==> src/rtl/core/fsc_pkg.sv <==
// ----------------------------------------------------------------------------
// Fixed-timestep frame clock package
// Shared widths, codes, reset values, item types and control structs.
// ----------------------------------------------------------------------------
package fsc_pkg;

	// default parameter values
	localparam int unsigned MAX_QUEUED_STEPS_DEF = 1000;
	localparam int unsigned TIME_BITS_DEF        = 40;

	// field widths
	localparam int unsigned FD_W      = 30;
	localparam int unsigned SCALE_W   = 23;
	localparam int unsigned MFD_W     = 32;
	localparam int unsigned CAP_W     = 16;
	localparam int unsigned DELTA_W   = 40;
	localparam int unsigned USED_W    = 32;
	localparam int unsigned SCALED_W  = 39;
	localparam int unsigned ALPHA_W   = 17;
	localparam int unsigned FRAME_W   = 32;
	localparam int unsigned TOTAL_W   = 64;
	localparam int unsigned REQ_W     = 32;
	localparam int unsigned MUL_A_W   = 32;
	localparam int unsigned MUL_P_W   = MUL_A_W + FD_W;
	localparam int unsigned CAPMUL_W  = CAP_W + FD_W;
	localparam int unsigned Q16_SHIFT = 16;
	localparam int unsigned CFG_IDX_W = 2;
	localparam int unsigned CFG_DAT_W = 32;

	// command codes
	localparam logic [1:0] CMD_ADVANCE = 2'd0;
	localparam logic [1:0] CMD_QUEUE   = 2'd1;
	localparam logic [1:0] CMD_PAUSE   = 2'd2;

	// configuration register indexes
	localparam logic [CFG_IDX_W-1:0] CFG_FIXED_DELTA = 2'd0;
	localparam logic [CFG_IDX_W-1:0] CFG_TIME_SCALE  = 2'd1;
	localparam logic [CFG_IDX_W-1:0] CFG_MAX_DELTA   = 2'd2;
	localparam logic [CFG_IDX_W-1:0] CFG_MAX_STEPS   = 2'd3;

	// configuration reset values
	localparam logic [FD_W-1:0]    RST_FIXED_DELTA = 30'd16666667;
	localparam logic [SCALE_W-1:0] RST_TIME_SCALE  = 23'd65536;
	localparam logic [MFD_W-1:0]   RST_MAX_DELTA   = 32'd250000000;
	localparam logic [CAP_W-1:0]   RST_MAX_STEPS   = 16'd5;

	localparam logic [ALPHA_W-1:0] ALPHA_ONE = 17'h10000;

	// one command word
	typedef struct packed {
		logic [1:0]                command;
		logic signed [DELTA_W-1:0] real_delta_ns;
		logic [REQ_W-1:0]          step_request;
		logic                      pause_value;
	} cmd_item_t;

	// one result word
	typedef struct packed {
		logic [FRAME_W-1:0]  frame_number;
		logic [USED_W-1:0]   real_delta_used;
		logic [SCALED_W-1:0] scaled_delta;
		logic [CAP_W-1:0]    fixed_steps;
		logic [ALPHA_W-1:0]  alpha_q16;
		logic                is_paused;
		logic                was_stepped;
		logic [TOTAL_W-1:0]  total_fixed_steps;
		logic [TOTAL_W-1:0]  simulated_time;
		logic [TOTAL_W-1:0]  dropped_time;
	} res_item_t;

	// sequencer states
	typedef enum logic [3:0] {
		ST_IDLE,
		ST_MUL,
		ST_SUM,
		ST_DIVS,
		ST_PROD,
		ST_DIFF,
		ST_CAP,
		ST_AGO,
		ST_DIVA,
		ST_DONE
	} state_t;

	// datapath status seen by the sequencer
	typedef struct packed {
		logic adv_run;
		logic adv_step;
		logic adv_hold;
		logic div_done;
		logic acc_ge_fd;
		logic out_free;
	} sts_t;

	// sequencer controls to the datapath
	typedef struct packed {
		logic busy;
		logic ld_scaled;
		logic div_steps;
		logic sel_cap;
		logic ld_capmul;
		logic ld_drop;
		logic apply;
		logic div_alpha;
		logic alpha_full;
		logic ld_alpha_div;
		logic ld_out;
	} ctl_t;

endpackage

==> src/rtl/core/fixed_timestep_frame_clock.sv <==
// ----------------------------------------------------------------------------
// Fixed-timestep frame clock
// Nanosecond fixed-point frame clock: clamps the frame delta, scales it,
// accumulates it and splits it into capped fixed steps plus a Q1.16 alpha.
// ----------------------------------------------------------------------------
//  channel  direction  handshake            word
//  cmd      in         cmd_valid/cmd_stall  cmd_item_t
//  res      out        res_valid/res_stall  res_item_t
//  cfg      in         cfg_valid/cfg_ready  cfg_index, cfg_data
//
//  Queue and pause commands give no result and do not stall cmd.
//  A running advance stalls cmd through multiply, bit-serial step division,
//  cap and, if the remainder is below the fixed delta, bit-serial alpha division.
//  A paused advance skips to output with a queued step, else computes alpha.
//  cmd_stall is high while an advance is in work; a finished result waits
//  in the output register, so the next command is taken meanwhile.
//  Reset clears all counters and totals and loads the register defaults.
// ----------------------------------------------------------------------------
module fixed_timestep_frame_clock #(
	parameter int unsigned MAX_QUEUED_STEPS = fsc_pkg::MAX_QUEUED_STEPS_DEF,
	parameter int unsigned TIME_BITS        = fsc_pkg::TIME_BITS_DEF
) (
	input  logic                            clk,
	input  logic                            arst_n,
	input  logic                            cmd_valid,
	output logic                            cmd_stall,
	input  fsc_pkg::cmd_item_t              cmd,
	output logic                            res_valid,
	input  logic                            res_stall,
	output fsc_pkg::res_item_t              res,
	input  logic                            cfg_valid,
	output logic                            cfg_ready,
	input  logic [fsc_pkg::CFG_IDX_W-1:0]   cfg_index,
	input  logic [fsc_pkg::CFG_DAT_W-1:0]   cfg_data
);
	import fsc_pkg::*;

	localparam int unsigned QW    = $clog2(MAX_QUEUED_STEPS + 1);
	localparam int unsigned SUM_W = ((TIME_BITS > SCALED_W) ? TIME_BITS : SCALED_W) + 1;
	localparam int unsigned DW    = (TIME_BITS > CAPMUL_W) ? TIME_BITS : CAPMUL_W;
	localparam int unsigned QS_W  = REQ_W + 1;

	// configuration registers
	logic [FD_W-1:0]    fd_q;
	logic [SCALE_W-1:0] scale_q;
	logic [MFD_W-1:0]   mfd_q;
	logic [CAP_W-1:0]   cap_q;

	// architectural state
	logic [FRAME_W-1:0]   frame_q;
	logic                 paused_q;
	logic [QW-1:0]        queued_q;
	logic [TIME_BITS-1:0] time_acc_q;
	logic [TOTAL_W-1:0]   sim_total_q;
	logic [TOTAL_W-1:0]   drop_total_q;
	logic [TOTAL_W-1:0]   step_total_q;

	// per-frame work registers
	logic [USED_W-1:0]    used_q;
	logic [SCALED_W-1:0]  scaled_q;
	logic [CAP_W-1:0]     steps_q;
	logic [ALPHA_W-1:0]   alpha_q;
	logic                 stepped_q;
	logic [CAPMUL_W-1:0]  capmul_q;
	logic [TIME_BITS-1:0] acc_q;
	logic [TIME_BITS-1:0] drop_q;

	// output register
	logic      res_valid_q;
	res_item_t res_q;

	ctl_t ctl;
	sts_t sts;

	logic                 cmd_acc;
	logic                 adv;
	logic [FD_W-1:0]      fd_eff;
	logic [USED_W-1:0]    used_d;
	logic [QS_W-1:0]      q_sum;
	logic [QW-1:0]        q_new;
	logic [MUL_A_W-1:0]   mul_a;
	logic [FD_W-1:0]      mul_b;
	logic [MUL_P_W-1:0]   prod;
	logic [SUM_W-1:0]     acc_sum;
	logic [TIME_BITS-1:0] acc_sat;
	logic [DW-1:0]        drop_d;
	logic                 div_done;
	logic [TIME_BITS-1:0] div_quot;
	logic [FD_W-1:0]      div_rem;
	logic                 over;
	logic [CAP_W-1:0]     steps_new;

	// input side
	assign cmd_stall = ctl.busy;
	assign cmd_acc   = cmd_valid && !cmd_stall;
	assign adv       = cmd_acc && (cmd.command == CMD_ADVANCE);
	assign fd_eff    = (fd_q == '0) ? FD_W'(1) : fd_q;
	assign cfg_ready = 1'b1;

	// delta clamp
	always_comb begin
		if (cmd.real_delta_ns[DELTA_W-1]) begin
			used_d = '0;
		end else if (cmd.real_delta_ns < $signed({8'd0, mfd_q})) begin
			used_d = cmd.real_delta_ns[USED_W-1:0];
		end else begin
			used_d = mfd_q;
		end
	end

	// single-step queue add, saturating
	always_comb begin
		q_sum = QS_W'(queued_q) + QS_W'(cmd.step_request);
		q_new = (q_sum > QS_W'(MAX_QUEUED_STEPS)) ? QW'(MAX_QUEUED_STEPS) : q_sum[QW-1:0];
	end

	// shared multiplier: delta times scale, then cap times fixed delta
	always_comb begin
		mul_a = ctl.sel_cap ? MUL_A_W'(cap_q) : used_q;
		mul_b = ctl.sel_cap ? fd_eff : FD_W'(scale_q);
		prod  = MUL_P_W'(mul_a) * MUL_P_W'(mul_b);
	end

	// accumulator add with saturation
	always_comb begin
		acc_sum = SUM_W'(time_acc_q) + SUM_W'(scaled_q);
		acc_sat = (|acc_sum[SUM_W-1:TIME_BITS]) ? '1 : acc_sum[TIME_BITS-1:0];
		drop_d  = DW'(acc_q) - DW'(capmul_q);
	end

	// step cap decision
	always_comb begin
		over      = div_quot > TIME_BITS'(cap_q);
		steps_new = over ? cap_q : div_quot[CAP_W-1:0];
	end

	fsc_div #(
		.TIME_BITS (TIME_BITS)
	) u_div (
		.clk        (clk),
		.arst_n     (arst_n),
		.start      (ctl.div_steps | ctl.div_alpha),
		.alpha_mode (ctl.div_alpha),
		.dividend   (acc_sat),
		.rem_init   (time_acc_q[FD_W-1:0]),
		.divisor    (fd_eff),
		.done       (div_done),
		.quot       (div_quot),
		.rem        (div_rem)
	);

	// status to the sequencer
	always_comb begin
		sts.adv_run   = adv && !paused_q;
		sts.adv_step  = adv && paused_q && (queued_q != '0);
		sts.adv_hold  = adv && paused_q && (queued_q == '0);
		sts.div_done  = div_done;
		sts.acc_ge_fd = (time_acc_q >= TIME_BITS'(fd_eff));
		sts.out_free  = !res_valid_q || !res_stall;
	end

	fsc_ctrl u_ctrl (
		.clk    (clk),
		.arst_n (arst_n),
		.sts    (sts),
		.ctl    (ctl)
	);

	// configuration writes
	always_ff @(posedge clk or negedge arst_n) begin
		if (!arst_n) begin
			fd_q    <= RST_FIXED_DELTA;
			scale_q <= RST_TIME_SCALE;
			mfd_q   <= RST_MAX_DELTA;
			cap_q   <= RST_MAX_STEPS;
		end else if (cfg_valid && cfg_ready) begin
			unique case (cfg_index)
				CFG_FIXED_DELTA: fd_q    <= cfg_data[FD_W-1:0];
				CFG_TIME_SCALE:  scale_q <= cfg_data[SCALE_W-1:0];
				CFG_MAX_DELTA:   mfd_q   <= cfg_data[MFD_W-1:0];
				CFG_MAX_STEPS:   cap_q   <= cfg_data[CAP_W-1:0];
				default: begin
				end
			endcase
		end
	end

	// clock state: commands, step release and cap application
	always_ff @(posedge clk or negedge arst_n) begin
		if (!arst_n) begin
			frame_q      <= '0;
			paused_q     <= 1'b0;
			queued_q     <= '0;
			time_acc_q   <= '0;
			sim_total_q  <= '0;
			drop_total_q <= '0;
			step_total_q <= '0;
		end else begin
			if (cmd_acc) begin
				case (cmd.command)
					CMD_QUEUE: begin
						if (paused_q) begin
							queued_q <= q_new;
						end
					end
					CMD_PAUSE: begin
						paused_q <= cmd.pause_value;
						if (!cmd.pause_value) begin
							queued_q <= '0;
						end
					end
					default: begin
					end
				endcase
			end
			if (adv) begin
				frame_q <= frame_q + FRAME_W'(1);
			end
			if (sts.adv_step) begin
				queued_q     <= queued_q - QW'(1);
				sim_total_q  <= sim_total_q + TOTAL_W'(fd_eff);
				step_total_q <= step_total_q + TOTAL_W'(1);
			end
			if (ctl.apply) begin
				time_acc_q   <= over ? '0 : TIME_BITS'(div_rem);
				step_total_q <= step_total_q + TOTAL_W'(steps_new);
				sim_total_q  <= sim_total_q + TOTAL_W'(scaled_q);
				if (over) begin
					drop_total_q <= drop_total_q + TOTAL_W'(drop_q);
				end
			end
		end
	end

	// per-frame work registers
	always_ff @(posedge clk) begin
		if (adv) begin
			used_q    <= used_d;
			stepped_q <= sts.adv_step;
			if (sts.adv_step) begin
				scaled_q <= SCALED_W'(fd_eff);
				steps_q  <= CAP_W'(1);
				alpha_q  <= ALPHA_ONE;
			end else begin
				scaled_q <= '0;
				steps_q  <= '0;
			end
		end
		if (ctl.ld_scaled) begin
			scaled_q <= prod[Q16_SHIFT +: SCALED_W];
		end
		if (ctl.div_steps) begin
			acc_q <= acc_sat;
		end
		if (ctl.ld_capmul) begin
			capmul_q <= prod[CAPMUL_W-1:0];
		end
		if (ctl.ld_drop) begin
			drop_q <= drop_d[TIME_BITS-1:0];
		end
		if (ctl.apply) begin
			steps_q <= steps_new;
		end
		if (ctl.alpha_full) begin
			alpha_q <= ALPHA_ONE;
		end
		if (ctl.ld_alpha_div) begin
			alpha_q <= ALPHA_W'(div_quot[Q16_SHIFT-1:0]);
		end
	end

	// output register
	always_ff @(posedge clk or negedge arst_n) begin
		if (!arst_n) begin
			res_valid_q <= 1'b0;
		end else if (ctl.ld_out) begin
			res_valid_q <= 1'b1;
		end else if (!res_stall) begin
			res_valid_q <= 1'b0;
		end
	end

	always_ff @(posedge clk) begin
		if (ctl.ld_out) begin
			res_q.frame_number      <= frame_q;
			res_q.real_delta_used   <= used_q;
			res_q.scaled_delta      <= scaled_q;
			res_q.fixed_steps       <= steps_q;
			res_q.alpha_q16         <= alpha_q;
			res_q.is_paused         <= paused_q;
			res_q.was_stepped       <= stepped_q;
			res_q.total_fixed_steps <= step_total_q;
			res_q.simulated_time    <= sim_total_q;
			res_q.dropped_time      <= drop_total_q;
		end
	end

	assign res_valid = res_valid_q;
	assign res       = res_q;

endmodule

==> src/rtl/core/fsc_div.sv <==
// ----------------------------------------------------------------------------
// Fixed-timestep frame clock divider
// Restoring divider, one quotient bit per cycle. Step mode divides the full
// accumulator; alpha mode runs 16 bits from a preloaded remainder.
// ----------------------------------------------------------------------------
module fsc_div #(
	parameter int unsigned TIME_BITS = fsc_pkg::TIME_BITS_DEF
) (
	input  logic                       clk,
	input  logic                       arst_n,
	input  logic                       start,
	input  logic                       alpha_mode,
	input  logic [TIME_BITS-1:0]       dividend,
	input  logic [fsc_pkg::FD_W-1:0]   rem_init,
	input  logic [fsc_pkg::FD_W-1:0]   divisor,
	output logic                       done,
	output logic [TIME_BITS-1:0]       quot,
	output logic [fsc_pkg::FD_W-1:0]   rem
);
	import fsc_pkg::*;

	localparam int unsigned CW = $clog2(TIME_BITS + 1);

	logic                 busy_q;
	logic                 done_q;
	logic [CW-1:0]        cnt_q;
	logic [TIME_BITS-1:0] dvd_q;
	logic [TIME_BITS-1:0] quot_q;
	logic [FD_W-1:0]      rem_q;
	logic [FD_W:0]        trial;
	logic [FD_W:0]        diff;
	logic                 ge;

	// one trial subtraction
	always_comb begin
		trial = {rem_q, dvd_q[TIME_BITS-1]};
		diff  = trial - {1'b0, divisor};
		ge    = (trial >= {1'b0, divisor});
	end

	// control
	always_ff @(posedge clk or negedge arst_n) begin
		if (!arst_n) begin
			busy_q <= 1'b0;
			done_q <= 1'b0;
			cnt_q  <= '0;
		end else begin
			done_q <= 1'b0;
			if (start) begin
				busy_q <= 1'b1;
				cnt_q  <= alpha_mode ? CW'(Q16_SHIFT) : CW'(TIME_BITS);
			end else if (busy_q) begin
				cnt_q <= cnt_q - CW'(1);
				if (cnt_q == CW'(1)) begin
					busy_q <= 1'b0;
					done_q <= 1'b1;
				end
			end
		end
	end

	// shift registers
	always_ff @(posedge clk) begin
		if (start) begin
			dvd_q <= alpha_mode ? '0 : dividend;
			rem_q <= alpha_mode ? rem_init : '0;
		end else if (busy_q) begin
			dvd_q  <= dvd_q << 1;
			rem_q  <= ge ? diff[FD_W-1:0] : trial[FD_W-1:0];
			quot_q <= {quot_q[TIME_BITS-2:0], ge};
		end
	end

	assign done = done_q;
	assign quot = quot_q;
	assign rem  = rem_q;

endmodule

==> src/rtl/core/fsc_ctrl.sv <==
// ----------------------------------------------------------------------------
// Fixed-timestep frame clock sequencer
// Steps a running advance through multiply, accumulate, divide, cap and
// alpha, a paused one at most through alpha; then loads the output register.
// ----------------------------------------------------------------------------
module fsc_ctrl (
	input  logic          clk,
	input  logic          arst_n,
	input  fsc_pkg::sts_t sts,
	output fsc_pkg::ctl_t ctl
);
	import fsc_pkg::*;

	state_t state_q;
	state_t state_d;

	// state register
	always_ff @(posedge clk or negedge arst_n) begin
		if (!arst_n) begin
			state_q <= ST_IDLE;
		end else begin
			state_q <= state_d;
		end
	end

	// next state and controls
	always_comb begin
		state_d  = state_q;
		ctl      = '0;
		ctl.busy = (state_q != ST_IDLE);
		unique case (state_q)
			ST_IDLE: begin
				if (sts.adv_run) begin
					state_d = ST_MUL;
				end else if (sts.adv_step) begin
					state_d = ST_DONE;
				end else if (sts.adv_hold) begin
					state_d = ST_AGO;
				end
			end
			ST_MUL: begin
				ctl.ld_scaled = 1'b1;
				state_d       = ST_SUM;
			end
			ST_SUM: begin
				ctl.div_steps = 1'b1;
				state_d       = ST_DIVS;
			end
			ST_DIVS: begin
				if (sts.div_done) begin
					state_d = ST_PROD;
				end
			end
			ST_PROD: begin
				ctl.sel_cap   = 1'b1;
				ctl.ld_capmul = 1'b1;
				state_d       = ST_DIFF;
			end
			ST_DIFF: begin
				ctl.ld_drop = 1'b1;
				state_d     = ST_CAP;
			end
			ST_CAP: begin
				ctl.apply = 1'b1;
				state_d   = ST_AGO;
			end
			ST_AGO: begin
				if (sts.acc_ge_fd) begin
					ctl.alpha_full = 1'b1;
					state_d        = ST_DONE;
				end else begin
					ctl.div_alpha = 1'b1;
					state_d       = ST_DIVA;
				end
			end
			ST_DIVA: begin
				if (sts.div_done) begin
					ctl.ld_alpha_div = 1'b1;
					state_d          = ST_DONE;
				end
			end
			ST_DONE: begin
				if (sts.out_free) begin
					ctl.ld_out = 1'b1;
					state_d    = ST_IDLE;
				end
			end
			default: begin
				state_d = ST_IDLE;
			end
		endcase
	end

endmodule

==> config.mk <==
export PLATFORM = sky130hd
export DESIGN_NAME = fixed_timestep_frame_clock
export DESIGN_NICKNAME = d
export VERILOG_FILES = /design/src/rtl/core/fsc_pkg.sv /design/src/rtl/core/fixed_timestep_frame_clock.sv /design/src/rtl/core/fsc_div.sv /design/src/rtl/core/fsc_ctrl.sv
export SDC_FILE = /design/constraint.sdc
export NUM_CORES = 2
export LEC_CHECK = 0
export ABC_AREA = 1
export BUFFER_PORTS_ARGS = -buffer_cell sky130_fd_sc_hd__buf_2
export CORE_UTILIZATION = 35
export CTS_CLUSTER_SIZE = 25
export DETAILED_ROUTE_END_ITERATION = 12
export PLACE_DENSITY = 0.62
export SLEW_MARGIN = 25
export SYNTH_ARGS = -nofsm -noshare
export SYNTH_HDL_FRONTEND = slang
export SYNTH_HIERARCHICAL = 1
export SYNTH_SLANG_ARGS = --single-unit
==> constraint.sdc <==
create_clock -name clk -period 33.3 [get_ports clk]
set_input_delay 1.665 -clock clk [delete_from_list [all_inputs] [get_ports clk]]
set_output_delay 1.665 -clock clk [all_outputs]
set_load 0.01 [all_outputs]
==> results_dict.tcl <==
set metrics [dict create \
    worstSkewPairLatency_ns 0.82 \
    via_per_inst 4.97 \
    netlist_area_mm2 0.0847 \
    synthDistinctLibCells 72 \
    synth_most_common_cell "nand2_1" \
    cts_resized 0 \
    ant_nets 0 \
    hold_viol 0 \
    grt_pass1_wl_um 411000 \
    crit_arrival_ns 10.82 \
    synthTopCellsByArea "edfxtp_1 24%, fa_1 19%, dfrtp_1 10%" \
    tns_ns 0 \
    path_delay_family "adder cells" \
    drtPass1Iterations 7 \
    area_growth_pct 12.2 \
    start_kind "flop" \
    hp-class "flop to flop" \
    grt_pass1_vias 66106 \
    gp_congestion 0.984 \
    required_ns 33.82 \
    synth_area_per_cell_um2 8.72 \
    synth_ff_type "edfxtp_1" \
    antenna_found_initial 11 \
    synth_top_area_share_pct 23.5 \
    fp.coreArea_mm2 0.241 \
    cts_tree "built" \
    wl_um 274000 \
    ys_seq_elements 1044 \
    syn_inst 9718 \
    post_cts_buffers 0 \
    ios 447 \
    min_period_over_period_pct 30.9 \
    wl_per_cell_um 20.3 \
    ys_warn_count 6 \
    track_usage_pct 22.4 \
    die_h_um 494 \
    synth_top_area_cell "edfxtp_1" \
    ys_seq_area_share_pct 34.8 \
    rsz0062_at_grt "false" \
    ys_top_cells_by_count "2020 x nand2_1, 1855 x inv_1, 1117 x nor2_1, 824 x fa_1, 664 x edfxtp_1" \
    cp_common_cell "fa_1" \
    nets 11628 \
    path_class "flop to flop" \
    drc_errors 0 \
    cts_buffers 115 \
    io_buffers 445 \
    status "finished clean" \
    overflow 0 \
    setup_viol 0 \
    synth-edff-count 664 \
    fin_skew_ns 0.0790 \
    cts_root_buf "clkbuf_16" \
    drive_gt1_share_pct 8.23 \
    maxCapViolCount 0 \
    hold_ws_ns 0.419 \
    path_max_fanout 54 \
    dr.first_iter.drc_count 5656 \
    crit_slowest_cell "clkinv_1" \
    clock_sinks 1044 \
    drv_slew 0 \
    timing.max_slew.rel_slack_pct 30.4 \
    cp_num_buf_inv 8 \
    worst-slew-pin-transition_ns 1.04 \
    setup.worst_path.end_class "flop" \
    vias 67048 \
    grt_max_degree 150 \
    synthArstFlopShare_pct 36.3 \
    clkSlewWorstSetupHoldPaths_ns 0.07 \
    cts_hold_buffers 0 \
    die_area_mm2 0.244 \
    dp_hpwl_um 225000 \
    rows 180 \
    fin_crit_ns 10.30 \
    max_stage_delay_ns 0.82 \
    dieWidth_um 494 \
    htreeDepth 3 \
    fmax_ghz 0.0971 \
    initial_core_util_pct 35.2 \
    clockBufferDepth 3 \
]
-- kinds of logic (layout without fill, tap and decap cells) --
kind of cell | Yosys count | count (layout) | synth area share, %
AOI/OAI and AO/OA | 1154 | 1154 | 7.50
and+or+nand+nor | 3775 | 3775 | 18.3
adders and majority gates | 1313 | 1313 | 26.7
buffers and inverters | 2115 | 2617 | 9.46
other | 2 | 98 | 0.00886
xor gates and xnor gates | 315 | 315 | 3.26
DFF | 1044 | 1044 | 34.8
-- layout by cell type, fill, tap and decap left out, types with 69 or more instances in the layout --
cell	n
nand3_1	284
a21oi_1	407
o21ai_0	469
ha_1	489
edfxtp_1	664
nor3_1	111
fa_1	824
clkbuf_16	115
buf_4	69
nand4_1	81
xnor2_1	130
conb_1	85
xor2_1	185
nor2_1	1113
buf_2	444
dfrtp_1	350
inv_1	1852
nand2_1	2019
-- path summary, 6_finish.rpt --
check	slack [ns]	depth (start not counted)	from	to
worst min register to register	0.42	0	alpha_q[12]	res[206]
worst min-delay path	0.42	0	alpha_q[12]	res[206]
worst max register to register	23.00	32	u_ctrl/state_q[0]	scaled_q[27]
min in group asynchronous	0.83	1	arst_n	step_total_q[63]
max in group asynchronous	29.36	4	arst_n	mfd_q[6]
worst max-delay path	23.00	32	u_ctrl/state_q[0]	scaled_q[27]
-- layer usage --
metal,part of all wire [%],global-route usage (%),up-vias
li1,-,-,31480
met5,0.022,0,-
met3,7.4,3.72,551
met1,43,30.5,32557
met4,4.9,9.68,8
met2,44,35.1,2452
-- area by class of cell --
type                            count  area, um2
Antenna cell                       13       32.5
Clock buffer                      141       3050
Clock inverter                     78        935
Fill cell                       24365     146000
Inverter                         1879       7070
Multi-Input combinational cell   6642      47600
Sequential cell                  1044      29500
Tap cell                         3185       3990
Timing Repair Buffer              519       2840
-- per-stage QoR --
step	instances	worst slack, ns	util, %	instance area, um2
floorplan	9801	12.66	-	85000
global placement	13266	23.26	37.8	91000
detailed placement	13268	23.14	37.8	91000
CTS	13487	23.08	39.5	95000
global route	13493	22.43	39.5	95000
finish	13501	23.00	39.5	95000
-- state kept, by name (all words and copies together), names as in the netlist, 30 cells and up --
| name | count |
|---|---|
| res | 330 |
| drop_total_q | 64 |
| sim_total_q | 64 |
| step_total_q | 64 |
| acc_q | 40 |
| capmul_q | 40 |
| drop_q | 40 |
| u_div/dvd_q | 40 |
| u_div/quot | 40 |
| scaled_q | 39 |
| frame_q | 32 |
| mfd_q | 32 |
| used_q | 32 |
| fd_q | 30 |
| time_acc_q | 30 |
| u_div/rem | 30 |
Power is not shown: default switching activity piles up to over one toggle a cycle in this logic, so the estimate is an artifact.
